===== src/rtl/lfu_pkg.sv =====
// Shared types and constants for the LFU cache table.
// Used by lfu_cmp and lfu_cache_table_unit; depends on nothing else.
package lfu_pkg;

  localparam int MAX_ENTRIES = 16;
  localparam int COUNT_BITS  = 16;
  localparam int IDX_W       = (MAX_ENTRIES > 1) ? $clog2(MAX_ENTRIES) : 1;
  localparam int OCC_W       = $clog2(MAX_ENTRIES + 1);
  localparam int CAP_W       = 5;
  localparam int CMP_W       = (CAP_W > OCC_W) ? CAP_W : OCC_W;
  localparam int WORD_W      = 32;

  localparam logic [COUNT_BITS-1:0] COUNT_MAX = '1;

  // Command codes carried on s_tuser
  localparam logic CMD_GET = 1'b0;
  localparam logic CMD_SET = 1'b1;

  typedef enum logic [1:0] {
    ST_IDLE,
    ST_SCAN,
    ST_UPDATE
  } state_t;

  // One stored entry as seen by the compare unit
  typedef struct packed {
    logic                  valid;
    logic [WORD_W-1:0]     key;
    logic [COUNT_BITS-1:0] count;
    logic [IDX_W-1:0]      rank;
  } entry_t;

  // Current eviction candidate
  typedef struct packed {
    logic                  found;
    logic [COUNT_BITS-1:0] count;
    logic [IDX_W-1:0]      rank;
  } best_t;

  // Compare unit verdict
  typedef struct packed {
    logic match;
    logic better;
  } cmp_t;

endpackage


===== src/rtl/lfu_cache_table_unit.sv =====
// LFU cache table top level: entry storage, scan sequencer and stream ports.
// Depends on lfu_pkg and lfu_cmp.
//
// Fully associative key/value table with least-frequently-used replacement,
// ties going to the least recently used entry. Each transaction on the input
// stream is a get (s_tuser = 0) or a set (s_tuser = 1) and produces exactly one
// output transaction carrying the hit flag and the read value (-1 on a get
// miss, 0 for any set). After acceptance the block walks all MAX_ENTRIES
// slots through one shared compare unit, one slot per cycle, looking for the
// key, the eviction victim and the first free slot, then performs the update.
// No new transaction is accepted until that update is done. The result sits
// in an output register, so the next transaction is accepted while it waits;
// that next update stalls only while the earlier result is still not taken.
// capacity (cfg_wdata) must be written only while the block is idle, which
// the block itself does not enforce; 0 acts as 1 and values above MAX_ENTRIES
// act as MAX_ENTRIES.
module lfu_cache_table_unit
  import lfu_pkg::*;
(
  input  logic             clk,
  input  logic             rst,
  // configuration
  input  logic             cfg_we,
  input  logic [CAP_W-1:0] cfg_wdata,   // capacity
  // input stream
  input  logic             s_tvalid,
  output logic             s_tready,
  input  logic [63:0]      s_tdata,     // [31:0] key, [63:32] value
  input  logic             s_tuser,     // command
  // output stream
  output logic             m_tvalid,
  input  logic             m_tready,
  output logic [31:0]      m_tdata,     // read_value
  output logic             m_tuser      // hit
);

  // storage
  logic                  ent_valid [MAX_ENTRIES];
  logic [WORD_W-1:0]     ent_key   [MAX_ENTRIES];
  logic [WORD_W-1:0]     ent_value [MAX_ENTRIES];
  logic [COUNT_BITS-1:0] ent_count [MAX_ENTRIES];
  logic [IDX_W-1:0]      ent_rank  [MAX_ENTRIES];
  logic [OCC_W-1:0]      occ;
  logic [CAP_W-1:0]      capacity;

  // sequencer
  state_t           state, state_next;
  logic [IDX_W-1:0] idx;
  logic             scan_last;
  logic             out_free;
  logic             in_fire;
  logic             scan_en;
  logic             upd_fire;

  // latched transaction
  logic              cmd_q;
  logic [WORD_W-1:0] key_q;
  logic [WORD_W-1:0] val_q;

  // scan results
  logic                  hit_found;
  logic [IDX_W-1:0]      hit_slot;
  logic [COUNT_BITS-1:0] hit_count;
  logic [IDX_W-1:0]      hit_rank;
  best_t                 vic;
  logic [IDX_W-1:0]      vic_slot;
  logic                  free_found;
  logic [IDX_W-1:0]      free_slot;

  entry_t cand;
  cmp_t   cmp_res;

  // update decode
  logic                  do_ins;
  logic                  do_evict;
  logic                  do_rank;
  logic [IDX_W-1:0]      slot;
  logic [IDX_W-1:0]      dec_ref;
  logic [IDX_W-1:0]      new_rank;
  logic [COUNT_BITS-1:0] new_count;
  logic [CMP_W-1:0]      cap_x;
  logic [CMP_W-1:0]      eff_cap;
  logic [WORD_W-1:0]     rd_value;

  // configuration register
  always_ff @(posedge clk) begin
    if (rst) begin
      capacity <= CAP_W'(16);
    end else if (cfg_we) begin
      capacity <= cfg_wdata;
    end
  end

  always_comb begin
    cap_x = CMP_W'(capacity);
    if (cap_x == '0) begin
      eff_cap = CMP_W'(1);
    end else if (cap_x > CMP_W'(MAX_ENTRIES)) begin
      eff_cap = CMP_W'(MAX_ENTRIES);
    end else begin
      eff_cap = cap_x;
    end
  end

  // handshake and control
  assign out_free  = !m_tvalid || m_tready;
  assign scan_last = (idx == IDX_W'(MAX_ENTRIES - 1));
  assign in_fire   = s_tvalid && s_tready;

  always_comb begin
    state_next = state;
    case (state)
      ST_IDLE:   if (s_tvalid) state_next = ST_SCAN;
      ST_SCAN:   if (scan_last) state_next = ST_UPDATE;
      ST_UPDATE: if (out_free) state_next = ST_IDLE;
      default:   state_next = ST_IDLE;
    endcase
  end

  always_comb begin
    s_tready = (state == ST_IDLE);
    scan_en  = (state == ST_SCAN);
    upd_fire = (state == ST_UPDATE) && out_free;
  end

  always_ff @(posedge clk) begin
    if (rst) begin
      state <= ST_IDLE;
      idx   <= '0;
    end else begin
      state <= state_next;
      if (in_fire || upd_fire) begin
        idx <= '0;
      end else if (scan_en && !scan_last) begin
        idx <= idx + IDX_W'(1);
      end
    end
  end

  // capture the transaction
  always_ff @(posedge clk) begin
    if (in_fire) begin
      cmd_q <= s_tuser;
      key_q <= s_tdata[31:0];
      val_q <= s_tdata[63:32];
    end
  end

  // shared compare unit fed by the scan index
  always_comb begin
    cand.valid = ent_valid[idx];
    cand.key   = ent_key[idx];
    cand.count = ent_count[idx];
    cand.rank  = ent_rank[idx];
  end

  lfu_cmp u_cmp (
    .cand (cand),
    .best (vic),
    .key  (key_q),
    .res  (cmp_res)
  );

  // scan bookkeeping
  always_ff @(posedge clk) begin
    if (rst || in_fire) begin
      hit_found  <= 1'b0;
      vic.found  <= 1'b0;
      free_found <= 1'b0;
    end else if (scan_en) begin
      if (cmp_res.match && !hit_found) begin
        hit_found <= 1'b1;
        hit_slot  <= idx;
        hit_count <= cand.count;
        hit_rank  <= cand.rank;
      end
      if (cmp_res.better) begin
        vic.found <= 1'b1;
        vic.count <= cand.count;
        vic.rank  <= cand.rank;
        vic_slot  <= idx;
      end
      if (!cand.valid && !free_found) begin
        free_found <= 1'b1;
        free_slot  <= idx;
      end
    end
  end

  // update decode
  always_comb begin
    do_ins   = !hit_found && (cmd_q == CMD_SET);
    do_evict = do_ins && ((CMP_W'(occ) >= eff_cap) || !free_found);
    do_rank  = hit_found || do_ins;
    if (hit_found) begin
      slot = hit_slot;
    end else if (do_evict) begin
      slot = vic_slot;
    end else begin
      slot = free_slot;
    end
    dec_ref = hit_found ? hit_rank : vic.rank;
    if (hit_found || do_evict) begin
      new_rank = IDX_W'(occ - OCC_W'(1));
    end else begin
      new_rank = IDX_W'(occ);
    end
    if (hit_found) begin
      new_count = (hit_count == COUNT_MAX) ? hit_count : hit_count + COUNT_BITS'(1);
    end else begin
      new_count = COUNT_BITS'(1);
    end
  end

  // entry storage update
  always_ff @(posedge clk) begin
    if (rst) begin
      occ <= '0;
      for (int i = 0; i < MAX_ENTRIES; i++) begin
        ent_valid[i] <= 1'b0;
      end
    end else if (upd_fire && do_rank) begin
      if (do_ins && !do_evict) begin
        occ <= occ + OCC_W'(1);
      end
      for (int i = 0; i < MAX_ENTRIES; i++) begin
        if (IDX_W'(i) == slot) begin
          ent_valid[i] <= 1'b1;
          ent_rank[i]  <= new_rank;
          ent_count[i] <= new_count;
          if (cmd_q == CMD_SET) begin
            ent_value[i] <= val_q;
          end
          if (do_ins) begin
            ent_key[i] <= key_q;
          end
        end else if ((hit_found || do_evict) && ent_valid[i] &&
                     (ent_rank[i] > dec_ref)) begin
          ent_rank[i] <= ent_rank[i] - IDX_W'(1);
        end
      end
    end
  end

  // result select
  always_comb begin
    if (cmd_q == CMD_SET) begin
      rd_value = '0;
    end else if (hit_found) begin
      rd_value = ent_value[hit_slot];
    end else begin
      rd_value = '1;
    end
  end

  // output register
  always_ff @(posedge clk) begin
    if (rst) begin
      m_tvalid <= 1'b0;
    end else if (upd_fire) begin
      m_tvalid <= 1'b1;
    end else if (m_tready) begin
      m_tvalid <= 1'b0;
    end
  end

  always_ff @(posedge clk) begin
    if (upd_fire) begin
      m_tdata <= rd_value;
      m_tuser <= hit_found;
    end
  end

endmodule


===== src/rtl/lfu_cmp.sv =====
// Shared compare unit: key match and victim ordering for one entry per cycle.
// Depends on lfu_pkg.
module lfu_cmp
  import lfu_pkg::*;
(
  input  entry_t            cand,
  input  best_t             best,
  input  logic [WORD_W-1:0] key,
  output cmp_t              res
);

  logic cnt_lt;
  logic cnt_eq;

  assign cnt_lt = cand.count < best.count;
  assign cnt_eq = cand.count == best.count;

  // Lower count wins; on equal counts the older entry wins
  always_comb begin
    res.match  = cand.valid && (cand.key == key);
    res.better = cand.valid &&
                 (!best.found || cnt_lt || (cnt_eq && (cand.rank < best.rank)));
  end

endmodule

===== config.mk =====
export PLATFORM = sky130hd
export DESIGN_NAME = lfu_cache_table_unit
export DESIGN_NICKNAME = d
export VERILOG_FILES = /design/src/rtl/lfu_pkg.sv /design/src/rtl/lfu_cache_table_unit.sv /design/src/rtl/lfu_cmp.sv
export SDC_FILE = /design/constraint.sdc
export NUM_CORES = 1
export LEC_CHECK = 0
export ABC_AREA = 1
export BUFFER_PORTS_ARGS = -buffer_cell sky130_fd_sc_hd__buf_2
export CORE_MARGIN = 3
export CORE_UTILIZATION = 35
export CTS_CLUSTER_DIAMETER = 40
export DETAILED_ROUTE_END_ITERATION = 6
export GPL_TIMING_DRIVEN = 0
export PLACE_DENSITY = 0.49
export SYNTH_ARGS = -nofsm -noshare
export SYNTH_HDL_FRONTEND = slang
export SYNTH_SLANG_ARGS = --single-unit
export TNS_END_PERCENT = 5

===== constraint.sdc =====
create_clock -name clk -period 4.74 [get_ports clk]
set_clock_uncertainty 0.1 [all_clocks]
set_input_delay 0.711 -clock clk [delete_from_list [all_inputs] [get_ports clk]]
set_output_delay 0.711 -clock clk [all_outputs]
set_load 0.005 [all_outputs]

==> results of run 1 <==
==> final timing paths <==
kind | from | to | depth (start not counted)
max reg2reg | flip-flop | vic[9] | 16
min reg2reg | hit_found | m_tuser | 0
max | flip-flop | vic[9] | 16
min | cfg_wdata[1] | cap_x[1] | 3
==> stage by stage <==
| step | setup TNS, ps | cells |
|---|---|---|
| 2_1_floorplan | -171670 | 5474 |
| 3_3_place_gp | -3381170 | 8047 |
| 3_5_place_dp | -86210 | 8151 |
| 4_1_cts | -292 | 8690 |
| 5_1_grt | -5180 | 8695 |
| 6_report | 0 | 8699 |
==> power groups by stage <==
stage | Sequential [mW] | Clock, mW | Combinational (mW)
5_1_grt | 15.3 | 20.4 | 1.68
3_5_place_dp | 15.5 | 0 | 1.47
6_report | 15.3 | 19.5 | 1.54
3_3_place_gp | 15.5 | 0 | 1.45
2_1_floorplan | 15.4 | 0 | 0.841
4_1_cts | 15.3 | 19.7 | 1.53
==> cell type report <==
type	count	area, sq um	share of cell area
diodes	4	10.0	0.000124
plain buffers	297	1460	0.0181
inverters	404	1540	0.0191
multi-input cells	3230	16700	0.208
clock inverters	154	1730	0.0215
clock buffers	319	7310	0.0909
flip-flops and latches	1538	45800	0.570
well taps	2464	3080	0.0383
repair buffers	289	2770	0.0345
==> repair_timing <==
item,in CTS,in global routing
endpoints found under the setup margin,385,469
cloned,0,0
pin swaps,4,5
setup buffers,4,5
endpoints found under the hold margin,66,0
gates resized for setup,63,39
hold buffers,66,0
==> synth_stat cells, types with 38 or more instances <==
master	number
clkbuf_1	167
edfxtp_1	1501
nor3_1	47
o21ai_0	612
o211ai_1	70
buf_1	38
nand2_1	874
o22ai_1	53
ha_1	108
o221ai_1	148
nand3_1	408
a21oi_1	73
inv_1	397
buf_2	65
nor2_1	679
==> cells by family (layout without fill, tap and decap cells) <==
group,count (synthesis),in the layout,share of synthesized area
simple gates,2075,2075,0.133
flops,1538,1538,0.704
compound gates,1010,1010,0.0919
buf+inv,706,1463,0.0444
fa+ha+maj,108,108,0.0208
xor+xnor,37,37,0.00498
other cells,0,4,0
==> state kept, by name, summed over array words and instances (netlist names), 2 cells and up, named ones only <==
| name | cells |
|---|---|
| hit_slot | 4 |
| vic_slot | 4 |
| key_q | 32 |
| ent_rank | 64 |
| free_slot | 4 |
| hit_rank | 4 |
| val_q | 32 |
| hit_count | 16 |
| ent_key | 512 |
| occ | 5 |
| cap_x | 5 |
| ent_valid | 16 |
| vic | 21 |
| ent_value | 512 |
| ent_count | 256 |
| m_tdata | 32 |
| state | 2 |
| idx | 4 |
==> worst min-delay path, delay by kind of cell <==
family | cells | cell delay [ps]
and+or+nand+nor | 2 | 150
buffers and inverters | 1 | 140
==> per-layer routing <==
layer  vias up  wire length (um)  track usage  share of wire
met5         -                 0            0              0
met1     23000             94800        0.311           0.43
met2      1927            102000        0.361           0.46
met3       463             15100       0.0385          0.069
met4         0              8110       0.0823          0.037
li1      20800                 -            -              -
==> layout by cell type (no fill, tap or decap), drive strengths merged, types with 34 or more instances in the layout <==
cell type,count
a21oi,73
buf,350
clkbuf,488
clkinv,80
dfxtp,37
dlygate4sd3,66
edfxtp,1501
ha,108
inv,426
nand2,876
nand3,409
nor2,683
nor3,57
o211ai,70
o21ai,616
o221ai,148
o22ai,53
xor2,34
==> metrics.csv, run 1 <==
stage,metric,value,unit
run_status,run status,completed,
cells_and_area,Filler cells,17100,
worst_hold_path,min-delay worst type,primary input to flip-flop,
global_route,GRT overflow,0,
timing,final slew viol count,0,
global_route,largest net degree at the start of global routing,42,
timing,Final setup violation count,0,
power_and_ir_drop,part of the power in registers,0.421,
critical_path,crit-path cells,"buf_2, inv_2, clkbuf_2, clkbuf_1, o221ai_1, nand3_1, nand2_1, ha_1, inv_1, o21bai_1, a221oi_1, o211ai_1, a21oi_2, nor2_1, a21boi_4, buf_16",
cells_and_area,Final Util,0.437,
global_route,antenna violations before repair,2,
yosys,Syn Area/Cell,11.9,sq um
floorplan,Die X,437,um
clocking,CTS Sinks,1538,
yosys,sequential share of the synthesized area,0.704,
placement,placed cell areas,0.0704,sq mm
floorplan,die area,0.191,sq mm
power_and_ir_drop,switch share,0.223,
critical_path,CP max stage cell,clkbuf_1,
yosys,YS warnings,0,
timing,min Tclk post-route,4730,ps
yosys,Post-synth EDFFs,1501,
power_and_ir_drop,Logic pwr share,0.043,
critical_path,Required @ worst endpoint,5230,ps
placement,Port Buf Inserts,109,
critical_path,Crit Path Category,flip-flop to flip-flop,
critical_path,CP Capture Type,flip-flop,
yosys,Seq cells post-synth,1538,
global_route,GRT Util Overall,0.226,
timing,Final period util,0.999,
yosys,Syn Inst Count,5474,
timing,Fin Hold WS,39.2,ps
timing,actual slew at the worst max-slew pin,1320,ps
yosys,synth top area cells,"edfxtp_1 (69%), nand2_1 (5.0%), o21ai_0 (4.7%)",
job,Max Cap Violations,0,
clocking,CTS tree,done,
yosys,leading register cell type out of synthesis,edfxtp_1,
routing,DRT iter0 DRCs,4729,
yosys,synthesized area,0.0650,sq mm
routing,post-route ant nets,0,
timing,Final Hold Fails,0,
routing,vias per cell,5.31,
global_route,first-pass GRT wire length,316,mm
critical_path,internal reg-to-reg setup slack,5,ps
power_and_ir_drop,pwr/cell area,451,mW/mm^2
routing,routed via count,46200,
floorplan,core region area,0.184,sq mm
placement,GPL Wtd Cong,0.858,
critical_path,critical path startpoint category,flip-flop,
timing,setup ws final,5.17,ps
power_and_ir_drop,Internal,28.2,mW
critical_path,CP top delay family,buffers and inverters,
timing,FMAX,0.211,GHz
power_and_ir_drop,peak supply drop,338,uV
yosys,top cell type by total area after synthesis,edfxtp_1,
power_and_ir_drop,total power,36.3,mW
routing,DR WL/cell,25.3,um
timing,unrepaired setup endpoints after global routing,yes,
cells_and_area,layout cells sized above 1,0.142,
floorplan,initial core utilization,0.354,
power_and_ir_drop,switching power,8.09,mW
routing,first drt pass iteration count,6,
cells_and_area,Final Cell Area,0.0804,sq mm
floorplan,Cell Rows,157,
clocking,clock buffer depth,4,
critical_path,CP max stage delay,650,ps
timing,Slew HR,0.119,
clocking,CTS root buffer,clkbuf_16,
power_and_ir_drop,Leak,29.5,nW
yosys,count of different cell masters after synthesis,46,
placement,post-placement worst setup slack,-997,ps
yosys,syn_nets,5657,
yosys,asr flop ratio synth,0,
yosys,share of the synthesized area in the top cell type,0.693,
clocking,Inserted Clock Buffers,276,
critical_path,critical path arrival,5220,ps
clocking,clk slew on worst S/H paths,50,ps
routing,"wirelength, routed",220,mm
routing,DRC viols,0,
floorplan,I/O pins,110,
clocking,Max H-tree Level,5,
floorplan,Die Y-Extent,437,um
cells_and_area,synthesis-to-finish area growth,23.7,%
critical_path,WP buf/inv,6,
placement,DPL Wire Length,148,mm
critical_path,"Max FO, Critical Path",20,
power_and_ir_drop,Clock Power Share,0.536,
clocking,"Clk Latency, worst-skew pair",930,ps
global_route,vias in the first global route,44500,
cells_and_area,NumNets Final,6219,
Power figures use the tool's default switching activity.
==> inputs of run 2 (changes only) <==
- clock period: 4.74 -> 3.9 ns (I/O delays scaled with it)
==> run 2 against run 1 <==
The run now ends with setup timing left. Sequential power increased by 21%. Flip-flop and latch count stayed put. Total power is 20% higher. Clock power up 17%. Utilization rose by 1.3 points. Fmax increased by 18%. Die area did not move. Hold slack better by 36 ps. Highest routed layer unchanged.
==> metrics.csv, run 2 (same netlist as run 1, synthesis figures left out) <==
stage,metric,value,unit
cells_and_area,fin cells,8756,
timing,post-route setup TNS,-3790,ps
routing,routed via count,46200,
routing,DRT iter0 DRCs,4826,
timing,Final Hold Fails,0,
cells_and_area,"commonest non-fill, non-tap cell in the layout",edfxtp_1,
timing,FMAX,0.250,GHz
critical_path,reg2reg path depth,19,
timing,unrepaired setup endpoints after global routing,yes,
cells_and_area,Filler cells,16800,
critical_path,Critical R2R Capture,vic[12],
power_and_ir_drop,pwr/cell area,527,mW/mm^2
clocking,"Clk Latency, worst-skew pair",860,ps
power_and_ir_drop,peak supply drop,409,uV
global_route,vias in the first global route,44600,
clocking,CTS root buffer,clkbuf_16,
run_status,failing checks,setup timing,
critical_path,critical path startpoint category,flip-flop,
critical_path,Crit Path Category,flip-flop to flip-flop,
global_route,first-pass GRT wire length,318,mm
timing,setup ws final,-105,ps
timing,final slew viol count,0,
floorplan,die area,0.191,sq mm
clocking,clock buffer depth,3,
routing,vias per cell,5.28,
worst_hold_path,Hold Path Cell Cnt,3,
floorplan,I/O pins,110,
floorplan,Die Y-Extent,437,um
routing,first drt pass iteration count,6,
timing,Slew HR,0.0269,
clocking,CTS tree,done,
critical_path,internal reg-to-reg setup slack,-110,ps
floorplan,Cell Rows,157,
run_status,run status,"finished, violations left",
floorplan,initial core utilization,0.354,
power_and_ir_drop,total power,43.6,mW
cells_and_area,NumNets Final,6262,
global_route,GRT Util Overall,0.228,
timing,min Tclk post-route,4010,ps
critical_path,critical path arrival,4470,ps
critical_path,Required @ worst endpoint,4370,ps
timing,Final period util,1.03,
global_route,antenna violations before repair,2,
placement,DPL Wire Length,148,mm
placement,placed cells,8121,
floorplan,core region area,0.184,sq mm
cells_and_area,most frequent cells in the layout,"edfxtp_1 (1501), nand2_1 (826), nor2_1 (632), o21ai_0 (595), nand3_1 (401)",
worst_hold_path,Hold Path End,state[0],
clocking,Max H-tree Level,4,
placement,placed cell areas,0.0706,sq mm
routing,DR WL/cell,25.4,um
placement,GPL Wtd Cong,0.858,
critical_path,CP Capture Type,flip-flop,
cells_and_area,antenna cell count,0,
cells_and_area,layout cells sized above 1,0.173,
floorplan,Die X,437,um
worst_hold_path,min-delay worst type,primary input to flip-flop,
timing,actual slew at the worst max-slew pin,1460,ps
placement,post-placement worst setup slack,-2320,ps
routing,"wirelength, routed",223,mm
clocking,clk slew on worst S/H paths,60,ps
timing,Final setup violation count,107,
critical_path,"Max FO, Critical Path",7,
routing,DRC viols,0,
power_and_ir_drop,Leak,30.1,nW
worst_hold_path,Hold Path Origin,s_tvalid,
cells_and_area,Final Cell Area,0.0827,sq mm
placement,Port Buf Inserts,109,
clocking,CTS Sinks,1538,
global_route,GRT overflow,0,
routing,post-route ant nets,0,
cells_and_area,synthesis-to-finish area growth,27.2,%
clocking,Inserted Clock Buffers,240,
global_route,largest net degree at the start of global routing,44,
cells_and_area,Final Util,0.450,
job,Max Cap Violations,0,
timing,Fin Hold WS,74.8,ps
cells_and_area,largest registers,"ent_key: 512 flops, ent_value: 512 flops, ent_count: 256 flops",
-- run 2: power by group --
group          total [mW]  switching, mW  internal [mW]
clock                22.9           8.39           14.5
combinational        2.13           1.44          0.689
sequential           18.5          0.262           18.3
total                43.6           10.1           33.5
-- run 2: layer usage --
metal / vias to the layer above / routed length (um) / GRT usage
li1: 20900 / - / -
met1: 22900 / 94200 / 0.308
met2: 1886 / 103000 / 0.367
met3: 460 / 15300 / 0.0363
met4: 0 / 10000 / 0.0949
met5: - / 0 / 0
-- run 2: worst max-delay path by stage --
stage	startpoint	end	slack, ps	cells past startpoint
2_1_floorplan	cap_x[0]	ent_value[5][0]	-390	17
3_3_place_gp	cap_x[0]	ent_key[12][4]	-3220	14
3_5_place_dp	flip-flop	vic[11]	-2320	16
4_1_cts	cap_x[0]	ent_key[12][7]	-390	17
5_1_grt	cap_x[0]	ent_key[8][29]	-250	20
6_report	flip-flop	vic[12]	-110	19
-- run 2: what timing repair did --
item	4_1_cts	5_1_grt
endpoints found under the setup margin	1406	1353
endpoints found under the hold margin	72	0
gates cloned	4	2
setup buffers	56	47
pin swaps	58	50
resized for setup	314	164
hold buffers	74	0
-- run 2: critical path: stages, from the launching register on --
cell and delay (ps):
dfxtp_4 380, buf_12 140, buf_12 120, buf_12 140, buf_8 130, bufbuf_16 260, o21ai_1 140, o22ai_1 90
o211ai_1 360, nand2_2 160, inv_1 90, ha_2 200, o21bai_4 80, a221oi_2 240, o211ai_1 210, a21oi_4 290
nor2_4 70, buf_6 130, a21boi_4 200, buf_12 160
-- run 2: area by class of cell --
cell class,instances,area (sq um),area share
Buffer,299,1940,0.0234
Inverter,404,1580,0.0191
Tap cell,2464,3080,0.0373
Clock inverter,184,2550,0.0309
Multi-Input combinational cell,3232,17500,0.211
Timing Repair inverter,1,7.51,0.0000907
Timing Repair Buffer,363,4070,0.0491
Clock buffer,271,6220,0.0751
Sequential cell,1538,45800,0.554
